===== src/uer_pkg.sv =====
// Shared types and constants of the ultrasonic echo ranger.
`default_nettype none

package uer_pkg;

   // Configuration register indexes.
   localparam logic [1:0] REG_TRIG_LOW  = 2'd0;
   localparam logic [1:0] REG_TRIG_HIGH = 2'd1;
   localparam logic [1:0] REG_TIMEOUT   = 2'd2;
   localparam logic [1:0] REG_TICKS_CM  = 2'd3;

   // Restoring divider: one quotient bit per cycle over a 16-bit echo time.
   localparam int DIV_STEPS    = 16;
   localparam int DIV_CNT_BITS = 4;

   // Commands from the controller to the datapath.
   typedef struct packed {
      logic step;       // apply one item to the ranging state
      logic div_load;   // load the divider with the finished echo time
      logic div_step;   // one divider iteration
      logic out_load;   // load the result registers
   } cmd_type;

   // Status from the datapath to the controller.
   typedef struct packed {
      logic finish;     // the item being applied completes a measurement
      logic div_last;   // the divider is on its final iteration
   } status_type;

endpackage

`default_nettype wire


===== src/ultrasonic_echo_ranger.sv =====
// Top level of the ultrasonic echo ranger: trigger pulse and echo timer.
//
//   channel | direction | handshake             | payload
//   req     | in        | req_valid / req_ready | req_start_req, req_echo
//   rsp     | out       | rsp_valid / rsp_ready | trig, busy_res, done_res, echo_us, dist_cm
//   csr     | in        | csr_valid / csr_ready | csr_index, csr_wdata
//
// An accepted item passes through the push state into the result register, which it
// enters once that register is free. The item that completes a measurement first runs
// the restoring divider and then passes through the push state into the result register.
// The next item is taken once the previous result sits in the output register.
// A stalled rsp side holds further results back; reset is synchronous, active high.
// Configuration writes are always taken.
`default_nettype none

module ultrasonic_echo_ranger #(
   parameter int COUNT_BITS = 16
) (
   input  wire logic        clock,
   input  wire logic        reset,
   input  wire logic        req_valid,
   output logic             req_ready,
   input  wire logic        req_start_req,
   input  wire logic        req_echo,
   output logic             rsp_valid,
   input  wire logic        rsp_ready,
   output logic             rsp_trig,
   output logic             rsp_busy_res,
   output logic             rsp_done_res,
   output logic [15:0]      rsp_echo_us,
   output logic [15:0]      rsp_dist_cm,
   input  wire logic        csr_valid,
   output logic             csr_ready,
   input  wire logic [1:0]  csr_index,
   input  wire logic [15:0] csr_wdata
);

   uer_pkg::cmd_type    cmd;
   uer_pkg::status_type status;

   assign csr_ready = 1'b1;

   uer_ctrl u_ctrl (
      .clock     (clock),
      .reset     (reset),
      .req_valid (req_valid),
      .req_ready (req_ready),
      .rsp_valid (rsp_valid),
      .rsp_ready (rsp_ready),
      .status    (status),
      .cmd       (cmd)
   );

   uer_dp #(
      .COUNT_BITS (COUNT_BITS)
   ) u_dp (
      .clock           (clock),
      .reset           (reset),
      .csr_valid       (csr_valid),
      .csr_index       (csr_index),
      .csr_wdata       (csr_wdata),
      .req_start_req   (req_start_req),
      .req_echo        (req_echo),
      .cmd             (cmd),
      .status          (status),
      .rsp_trig        (rsp_trig),
      .rsp_busy_res    (rsp_busy_res),
      .rsp_done_res    (rsp_done_res),
      .rsp_echo_us     (rsp_echo_us),
      .rsp_dist_cm     (rsp_dist_cm)
   );

endmodule

`default_nettype wire


===== src/uer_ctrl.sv =====
// Cycle controller of the echo ranger: handshakes and divider sequencing.
`default_nettype none

module uer_ctrl (
   input  wire logic               clock,
   input  wire logic               reset,
   input  wire logic               req_valid,
   output logic                    req_ready,
   output logic                    rsp_valid,
   input  wire logic               rsp_ready,
   input  wire uer_pkg::status_type status,
   output uer_pkg::cmd_type        cmd
);

   localparam logic [1:0] ST_IDLE = 2'd0;
   localparam logic [1:0] ST_DIV  = 2'd1;
   localparam logic [1:0] ST_PUSH = 2'd2;

   logic [1:0] state_ff;
   logic [1:0] state_in;
   logic       rsp_valid_ff;
   logic       rsp_valid_in;
   logic       out_free;

   // The result register can take a new item when empty or being drained.
   assign out_free  = !rsp_valid_ff || rsp_ready;
   assign req_ready = (state_ff == ST_IDLE);
   assign rsp_valid = rsp_valid_ff;

   // Next state and commands.
   always_comb begin
      state_in = state_ff;
      cmd      = '0;
      case (state_ff)
         ST_IDLE: begin
            if (req_valid) begin
               cmd.step     = 1'b1;
               cmd.div_load = status.finish;
               state_in     = status.finish ? ST_DIV : ST_PUSH;
            end
         end
         ST_DIV: begin
            cmd.div_step = 1'b1;
            if (status.div_last) begin
               state_in = ST_PUSH;
            end
         end
         ST_PUSH: begin
            if (out_free) begin
               cmd.out_load = 1'b1;
               state_in     = ST_IDLE;
            end
         end
         default: begin
            state_in = ST_IDLE;
         end
      endcase
   end

   // Result valid flag.
   always_comb begin
      rsp_valid_in = rsp_valid_ff;
      if (cmd.out_load) begin
         rsp_valid_in = 1'b1;
      end else if (rsp_ready) begin
         rsp_valid_in = 1'b0;
      end
   end

   always_ff @(posedge clock) begin
      if (reset) begin
         state_ff     <= ST_IDLE;
         rsp_valid_ff <= 1'b0;
      end else begin
         state_ff     <= state_in;
         rsp_valid_ff <= rsp_valid_in;
      end
   end

endmodule

`default_nettype wire


===== src/uer_dp.sv =====
// Datapath of the echo ranger: settings, ranging state, divider and result registers.
`default_nettype none

module uer_dp #(
   parameter int COUNT_BITS = 16
) (
   input  wire logic                clock,
   input  wire logic                reset,
   input  wire logic                csr_valid,
   input  wire logic [1:0]          csr_index,
   input  wire logic [15:0]         csr_wdata,
   input  wire logic                req_start_req,
   input  wire logic                req_echo,
   input  wire uer_pkg::cmd_type    cmd,
   output uer_pkg::status_type      status,
   output logic                     rsp_trig,
   output logic                     rsp_busy_res,
   output logic                     rsp_done_res,
   output logic [15:0]              rsp_echo_us,
   output logic [15:0]              rsp_dist_cm
);

   // Compare width: wide enough for the echo count and for timeout plus one.
   localparam int CW = (COUNT_BITS > 16) ? COUNT_BITS : 17;
   localparam logic [COUNT_BITS-1:0] EC_MAX = {COUNT_BITS{1'b1}};

   localparam logic [2:0] PH_IDLE = 3'd0;
   localparam logic [2:0] PH_LOW  = 3'd1;
   localparam logic [2:0] PH_HIGH = 3'd2;
   localparam logic [2:0] PH_WAIT = 3'd3;
   localparam logic [2:0] PH_MEAS = 3'd4;

   logic [7:0]  low_ff;
   logic [7:0]  high_ff;
   logic [15:0] timeout_ff;
   logic [7:0]  tpc_ff;

   logic [2:0]            ph_ff;
   logic [2:0]            ph_in;
   logic [16:0]           cnt_ff;
   logic [16:0]           cnt_in;
   logic [COUNT_BITS-1:0] ec_ff;
   logic [COUNT_BITS-1:0] ec_in;
   logic [COUNT_BITS-1:0] ec_inc;
   logic                  trig_ff;
   logic                  trig_in;
   logic                  done_ff;
   logic [15:0]           last_echo_ff;

   logic [7:0]  high_len;
   logic        fin;
   logic [CW-1:0] fin_ticks;
   logic [15:0] fin_echo;

   logic [15:0] dist_ff;
   logic [15:0] dist_in;
   logic [7:0]  rem_ff;
   logic [7:0]  rem_in;
   logic [uer_pkg::DIV_CNT_BITS-1:0] div_cnt_ff;
   logic [8:0]  shifted;
   logic        ge;

   logic        out_trig_ff;
   logic        out_busy_ff;
   logic        out_done_ff;
   logic [15:0] out_echo_ff;
   logic [15:0] out_dist_ff;

   // Configuration registers.
   always_ff @(posedge clock) begin
      if (reset) begin
         low_ff     <= 8'd2;
         high_ff    <= 8'd10;
         timeout_ff <= 16'd60000;
         tpc_ff     <= 8'd58;
      end else if (csr_valid) begin
         case (csr_index)
            uer_pkg::REG_TRIG_LOW:  low_ff     <= csr_wdata[7:0];
            uer_pkg::REG_TRIG_HIGH: high_ff    <= csr_wdata[7:0];
            uer_pkg::REG_TIMEOUT:   timeout_ff <= csr_wdata;
            uer_pkg::REG_TICKS_CM:  tpc_ff     <= csr_wdata[7:0];
            default: ;
         endcase
      end
   end

   // A zero high length still gives one high tick.
   assign high_len = (high_ff == 8'd0) ? 8'd1 : high_ff;

   // Ranging phase update for one item.
   always_comb begin
      ph_in     = ph_ff;
      cnt_in    = cnt_ff;
      ec_in     = ec_ff;
      trig_in   = trig_ff;
      fin       = 1'b0;
      fin_ticks = '0;
      ec_inc    = (ec_ff != EC_MAX) ? ec_ff + 1'b1 : ec_ff;
      case (ph_ff)
         PH_IDLE: begin
            if (req_start_req) begin
               cnt_in = 17'd1;
               if (low_ff == 8'd0) begin
                  ph_in   = PH_HIGH;
                  trig_in = 1'b1;
               end else begin
                  ph_in   = PH_LOW;
                  trig_in = 1'b0;
               end
            end
         end
         PH_LOW: begin
            if (cnt_ff >= {9'd0, low_ff}) begin
               ph_in   = PH_HIGH;
               cnt_in  = 17'd1;
               trig_in = 1'b1;
            end else begin
               cnt_in  = cnt_ff + 17'd1;
               trig_in = 1'b0;
            end
         end
         PH_HIGH: begin
            if (cnt_ff >= {9'd0, high_len}) begin
               ph_in   = PH_WAIT;
               cnt_in  = 17'd0;
               trig_in = 1'b0;
            end else begin
               cnt_in  = cnt_ff + 17'd1;
               trig_in = 1'b1;
            end
         end
         PH_WAIT: begin
            trig_in = 1'b0;
            if (req_echo) begin
               ph_in = PH_MEAS;
               ec_in = '0;
            end else begin
               cnt_in = cnt_ff + 17'd1;
               // The wait gives up once it passes the timeout.
               if (cnt_in > {1'b0, timeout_ff}) begin
                  fin = 1'b1;
               end
            end
         end
         PH_MEAS: begin
            trig_in = 1'b0;
            if (req_echo) begin
               ec_in = ec_inc;
               if ((CW'(ec_inc) > CW'(timeout_ff)) || (ec_inc == EC_MAX)) begin
                  fin       = 1'b1;
                  fin_ticks = CW'(ec_inc);
               end
            end else begin
               fin       = 1'b1;
               fin_ticks = CW'(ec_ff);
            end
         end
         default: begin
            ph_in   = PH_IDLE;
            cnt_in  = 17'd0;
            trig_in = 1'b0;
         end
      endcase
      if (fin) begin
         ph_in   = PH_IDLE;
         cnt_in  = 17'd0;
         ec_in   = '0;
         trig_in = 1'b0;
      end
   end

   // Reported echo time saturates at the 16-bit limit.
   assign fin_echo      = (fin_ticks > CW'(16'hFFFF)) ? 16'hFFFF : fin_ticks[15:0];
   assign status.finish = fin;

   always_ff @(posedge clock) begin
      if (reset) begin
         ph_ff        <= PH_IDLE;
         cnt_ff       <= 17'd0;
         ec_ff        <= '0;
         trig_ff      <= 1'b0;
         done_ff      <= 1'b0;
         last_echo_ff <= 16'd0;
      end else if (cmd.step) begin
         ph_ff   <= ph_in;
         cnt_ff  <= cnt_in;
         ec_ff   <= ec_in;
         trig_ff <= trig_in;
         done_ff <= fin;
         if (fin) begin
            last_echo_ff <= fin_echo;
         end
      end
   end

   // Restoring divider. The quotient register doubles as the last distance.
   // A zero divisor gives an all-ones quotient, which is the required 65535.
   assign shifted = {rem_ff, dist_ff[15]};
   assign ge      = (shifted >= {1'b0, tpc_ff});
   assign rem_in  = ge ? 8'(shifted - {1'b0, tpc_ff}) : shifted[7:0];
   assign dist_in = {dist_ff[14:0], ge};
   assign status.div_last =
      (div_cnt_ff == uer_pkg::DIV_CNT_BITS'(uer_pkg::DIV_STEPS - 1));

   always_ff @(posedge clock) begin
      if (reset) begin
         dist_ff    <= 16'd0;
         rem_ff     <= 8'd0;
         div_cnt_ff <= '0;
      end else if (cmd.div_load) begin
         dist_ff    <= fin_echo;
         rem_ff     <= 8'd0;
         div_cnt_ff <= '0;
      end else if (cmd.div_step) begin
         dist_ff    <= dist_in;
         rem_ff     <= rem_in;
         div_cnt_ff <= div_cnt_ff + 1'b1;
      end
   end

   // Result registers.
   always_ff @(posedge clock) begin
      if (cmd.out_load) begin
         out_trig_ff <= trig_ff;
         out_busy_ff <= (ph_ff != PH_IDLE);
         out_done_ff <= done_ff;
         out_echo_ff <= last_echo_ff;
         out_dist_ff <= dist_ff;
      end
   end

   assign rsp_trig     = out_trig_ff;
   assign rsp_busy_res = out_busy_ff;
   assign rsp_done_res = out_done_ff;
   assign rsp_echo_us  = out_echo_ff;
   assign rsp_dist_cm  = out_dist_ff;

endmodule

`default_nettype wire


===== config.mk =====
export PLATFORM = sky130hd
export DESIGN_NAME = ultrasonic_echo_ranger
export DESIGN_NICKNAME = d
export VERILOG_FILES = /design/src/uer_pkg.sv /design/src/ultrasonic_echo_ranger.sv /design/src/uer_ctrl.sv /design/src/uer_dp.sv
export SDC_FILE = /design/constraint.sdc
export NUM_CORES = 1
export LEC_CHECK = 0
export BUFFER_PORTS_ARGS = -buffer_cell sky130_fd_sc_hd__buf_2
export CAP_MARGIN = 10
export CORE_MARGIN = 3
export CORE_UTILIZATION = 40
export DETAILED_ROUTE_END_ITERATION = 6
export GPL_TIMING_DRIVEN = 0
export PLACE_DENSITY = 0.66
export SKIP_CTS_REPAIR_TIMING = 1
export SLEW_MARGIN = 20
export SYNTH_ARGS = -nofsm -noshare
export SYNTH_HDL_FRONTEND = slang
export SYNTH_SLANG_ARGS = --single-unit

===== constraint.sdc =====
create_clock -name clock -period 12.7 [get_ports clock]
set_input_delay 0.635 -clock clock [delete_from_list [all_inputs] [get_ports clock]]
set_output_delay 0.635 -clock clock [all_outputs]
set_load 0.01 [all_outputs]

==> results by stage <==
Clocking:
- The clock edge transition at the registers on the reported setup and hold paths is about 0.070 ns.
- The number of clock sinks seen by CTS is 160.
- The buffer cell driving the clock tree root is sky130_fd_sc_hd__clkbuf_16.
- The clock latency on the worst-skew pair is approximately 0.43 ns.
- The number of H-tree branching levels is 4.
- The longest clock path from root to sink contains 2 buffers.
- The number of buffers created by CTS is 17.
- The CTS tree is done.

STA:
- The final hold violation count was 0.
- Setup repair after global routing left no endpoint under its margin.
- The final setup violation count is 0.
- Dividing the final minimum period by the clock period gives 43.3%.
- The actual slew at the worst max-slew pin is approximately 0.99 ns.
- The final total negative setup slack is 0 ns.
- The least setup slack across all paths after layout is just over 7 ns.
- The final max-slew violation count is 0.
- Clock skew on the completed layout was measured at 0.0114 ns.
- The worst hold-check slack is ~0.42 ns.
- The worst pin sits at a relative slew slack of ~33%.
- The fmax is about 180 MHz.
- The worst path needs around 5.5 ns of the cycle, external delays included.

Die:
- The width of the die is around 160 microns.
- The effective utilization at floorplan is approximately two fifths.
- The number of top-level pins is between 60 and 70.
- The area of the die is around 25000 sq um.
- Row generation in the floorplan step produced 55 rows.
- In this run the vertical extent of the chip is 158 microns.
- The core area is between 20000 and 25000 sq um.

Critical path:
- Data on the critical path is required at its endpoint by between 10 and 15 ns.
- In this design, the stage delay of the slowest critical-path cell is 0.69 ns.
- The slowest stage of the critical path is the sky130_fd_sc_hd__nor4_2 cell.
- Traced cell by cell, the critical path runs through ha_1 -> nand3_1 -> or2_2 -> nor3_1 -> nand3_1 -> or2_2 -> xnor2_1 -> ha_1 -> a21oi_1 -> o21ai_0 -> a21o_1 -> a22oi_1 -> a21oi_1 -> nor4_2 -> clkbuf_1 -> nand3b_1 -> o32ai_1.
- The critical path startpoint category is a flip-flop.
- The endpoint arrival time on the critical path is just under 6 ns.
- Counting both buffers and inverters, the worst setup path holds a total of 1.
- The family with the most delay on the worst path is simple AND/OR/NAND/NOR gates.
- STA classifies the critical path endpoint as a flip-flop.
- The class of the most critical setup path is flip-flop to flip-flop.
- Of all nets on the critical path, the largest fanout is 10.

Power:
- The combinational cell fraction of total power is ~9%.
- The design draws about 1.2 mW.
- The internal power is 0.869 mW.
- Net switching is between 20 and 30% of the power.
- The maximum ir drop on the vdd rail is approximately 74 uV.
- The leakage power summed over all cells is 4.07 nW.
- The switching power total is between 0.3 and 0.4 mW.
- The clock share of power is 45.0%.
- In this run the power density over the cells is about 110 nW/um^2.
- In this run, flip-flops and latches consume a little under half of the power.

GRT:
- The initial antenna violation count is 0.
- The number of global-route vias before repair is 7601.
- The total grt overflow is 0.
- The first global-routing pass estimated approximately 41000 microns of wire.
- The largest net degree at the start of global routing is 30.
- Across every metal layer, demand over resource in global routing totals about a fifth.

Routing:
- After detailed routing, the met2 layer carries 12400 microns of wire.
- After detailed routing, the average wire length per cell comes to 18.0 microns.
- For this block, wires on met1 add up to approximately 12000 microns.
- The wire length on met3 is 1380 microns.
- The detail route stage leaves a number of antenna-violating nets equal to 0.
- The final route contains roughly 8300 vias.
- The number of search-and-repair iterations in the first detailed-routing pass is 7.
- Summed over all layers, the routed wires come to ~26000 microns.
- The violation count after the first detailed-route iteration is between 700 and 800.
- The top layer reached by signal wires is met4.
- After detailed routing, the number of remaining DRC violations is 0.
- The mean number of vias per cell is 5.75.

Placed design:
- The post-DP HPWL is between 15000 and 20000 microns.
- The pre-CTS setup slack is roughly 7.3 ns.
- The number of buffers inserted by port buffering is between 60 and 70.
- The congestion estimate from routability-driven global placement came to between 0.9 and 1.
- After detailed placement, the total cell area comes to around 10000 sq um.
- Including well taps, the total number of placed cells is about 1400.

Cells and area:
- The filler cell count in the final layout is about 2200.
- The layout-stage area growth over the synthesis result is 14.1%.
- The count of antenna diodes in the layout is 0.
- Cells fill 46.7% of the core in the end.
- The final standard cell count with taps included and fillers excluded is roughly 1400.
- The fraction of layout instances using a drive strength above 1 is a little over an eighth.
- For this run, the post-layout net count is roughly 1200.
- The finished cells cover roughly 11000 sq um.

Yosys:
- During synthesis, Yosys emitted a total of 0 warnings.
- The sequential area share after synthesis is a little under two fifths.
- The synthesized design contains 35 enable-type register cells.
- Synthesis inferred 160 register bits.
- The summed instance area of the synthesized netlist is between 9000 and 10000 sq um.
- Counting flops with an async set or reset pin after synthesis yields a share of 0%.
- A synthesized cell averages between 8 and 9 sq um.
- Counting every net in the synthesized netlist gives about 1100.
- The gate count after technology mapping is around 1100.
- The predominant post-synthesis flop cell is sky130_fd_sc_hd__dfxtp_1.
- The netlist uses 81 different library cells.

Flow run:
- The number of max-capacitance violations reported is 0.

Run status:
- The run finished with clean final reports.

Hold path:
- The class of the tightest hold or removal check is primary input to flip-flop.
-- synthesized netlist by cell type (31+ instances only) --
master,n,area (sq um)
sky130_fd_sc_hd__inv_1,61,229
sky130_fd_sc_hd__nand4_1,34,213
sky130_fd_sc_hd__clkbuf_1,43,161
sky130_fd_sc_hd__ha_1,59,738
sky130_fd_sc_hd__nor2_1,82,308
sky130_fd_sc_hd__edfxtp_1,35,1050
sky130_fd_sc_hd__nand3_1,31,155
sky130_fd_sc_hd__o21ai_0,36,180
sky130_fd_sc_hd__xnor2_1,32,280
sky130_fd_sc_hd__dfxtp_1,125,2500
sky130_fd_sc_hd__nand2_1,112,420
sky130_fd_sc_hd__a21oi_1,73,365
-- flip-flops by register name (all words and copies together), names as in the netlist, 16 cells and up --
register / flops
u_dp.rsp_dist_cm: 16
u_dp.ec_ff: 16
u_dp.rsp_echo_us: 16
u_dp.cnt_ff: 17
u_dp.timeout_ff: 16
u_dp.dist_ff: 16
u_dp.last_echo_ff: 16
-- power by group through the flow --
| stage | clock network, mW | logic [mW] | registers (mW) |
|---|---|---|---|
| floorplan | 0 | 0.0608 | 0.554 |
| global placement | 0 | 0.0988 | 0.551 |
| detailed placement | 0 | 0.102 | 0.551 |
| CTS | 0.535 | 0.102 | 0.539 |
| global route | 0.555 | 0.113 | 0.541 |
| finish | 0.527 | 0.103 | 0.539 |
-- cells in the final DEF (no fill, tap or decap), types with 31 or more instances in the layout --
cell                       count
sky130_fd_sc_hd__dfxtp_1     125
sky130_fd_sc_hd__nand2_1     112
sky130_fd_sc_hd__nor2_1       82
sky130_fd_sc_hd__buf_2        78
sky130_fd_sc_hd__a21oi_1      73
sky130_fd_sc_hd__inv_1        61
sky130_fd_sc_hd__ha_1         59
sky130_fd_sc_hd__clkbuf_1     45
sky130_fd_sc_hd__o21ai_0      35
sky130_fd_sc_hd__edfxtp_1     35
sky130_fd_sc_hd__nand4_1      34
sky130_fd_sc_hd__xnor2_1      32
sky130_fd_sc_hd__nand3_1      31
-- layer usage --
metal	global-route usage [%]	up-vias
met2	34.1	300
li1	-	4063
met4	6.39	0
met3	3.13	41
met5	0	-
met1	27.7	3890
-- cells by family (layout without fill, tap and decap cells) --
group	after synthesis	count (layout)	share of synthesized area (%)
AO/OA/AOI/OAI	258	258	19.4
XOR/XNOR	42	42	3.96
adder cells (fa/ha/maj)	60	60	8.16
buffers and inverters	131	226	5.96
flip-flops	160	160	38.2
multiplexers	18	18	1.99
other	1	1	0.0404
AND/OR/NAND/NOR	393	393	22.2
-- area by class of cell --
class	count	area [sq um]	area share [%]
Clock inverter	11	120	1.13
Multi-Input combinational cell	772	5200	49.1
Clock buffer	21	483	4.56
Buffer	70	325	3.07
Inverter	61	229	2.16
Tap cell	285	357	3.36
Sequential cell	160	3550	33.5
Timing Repair Buffer	63	333	3.14
-- worst register-to-register path: stages, from the launching register on --
cell	delay [ns]
sky130_fd_sc_hd__dfxtp_1	0.45
sky130_fd_sc_hd__ha_1	0.26
sky130_fd_sc_hd__nand3_1	0.21
sky130_fd_sc_hd__or2_2	0.39
sky130_fd_sc_hd__nor3_1	0.32
sky130_fd_sc_hd__nand3_1	0.22
sky130_fd_sc_hd__or2_2	0.33
sky130_fd_sc_hd__xnor2_1	0.22
sky130_fd_sc_hd__ha_1	0.29
sky130_fd_sc_hd__a21oi_1	0.15
sky130_fd_sc_hd__o21ai_0	0.11
sky130_fd_sc_hd__a21o_1	0.19
sky130_fd_sc_hd__a22oi_1	0.26
sky130_fd_sc_hd__a21oi_1	0.18
sky130_fd_sc_hd__nor4_2	0.69
sky130_fd_sc_hd__clkbuf_1	0.45
sky130_fd_sc_hd__nand3b_1	0.42
sky130_fd_sc_hd__o32ai_1	0.26
-- final timing paths --
kind | from | end | slack, ns | cells past startpoint
setup reg to reg | u_dp.cnt_ff[0] | u_dp.cnt_ff[6] | 7.20 | 17
hold / removal | csr_wdata[14] | u_dp.timeout_ff[14] | 0.42 | 3
setup / recovery | u_dp.cnt_ff[0] | u_dp.cnt_ff[6] | 7.20 | 17
hold reg to reg | u_dp.trig_ff | u_dp.rsp_trig | 0.44 | 0
Power figures use the tool's default switching activity.
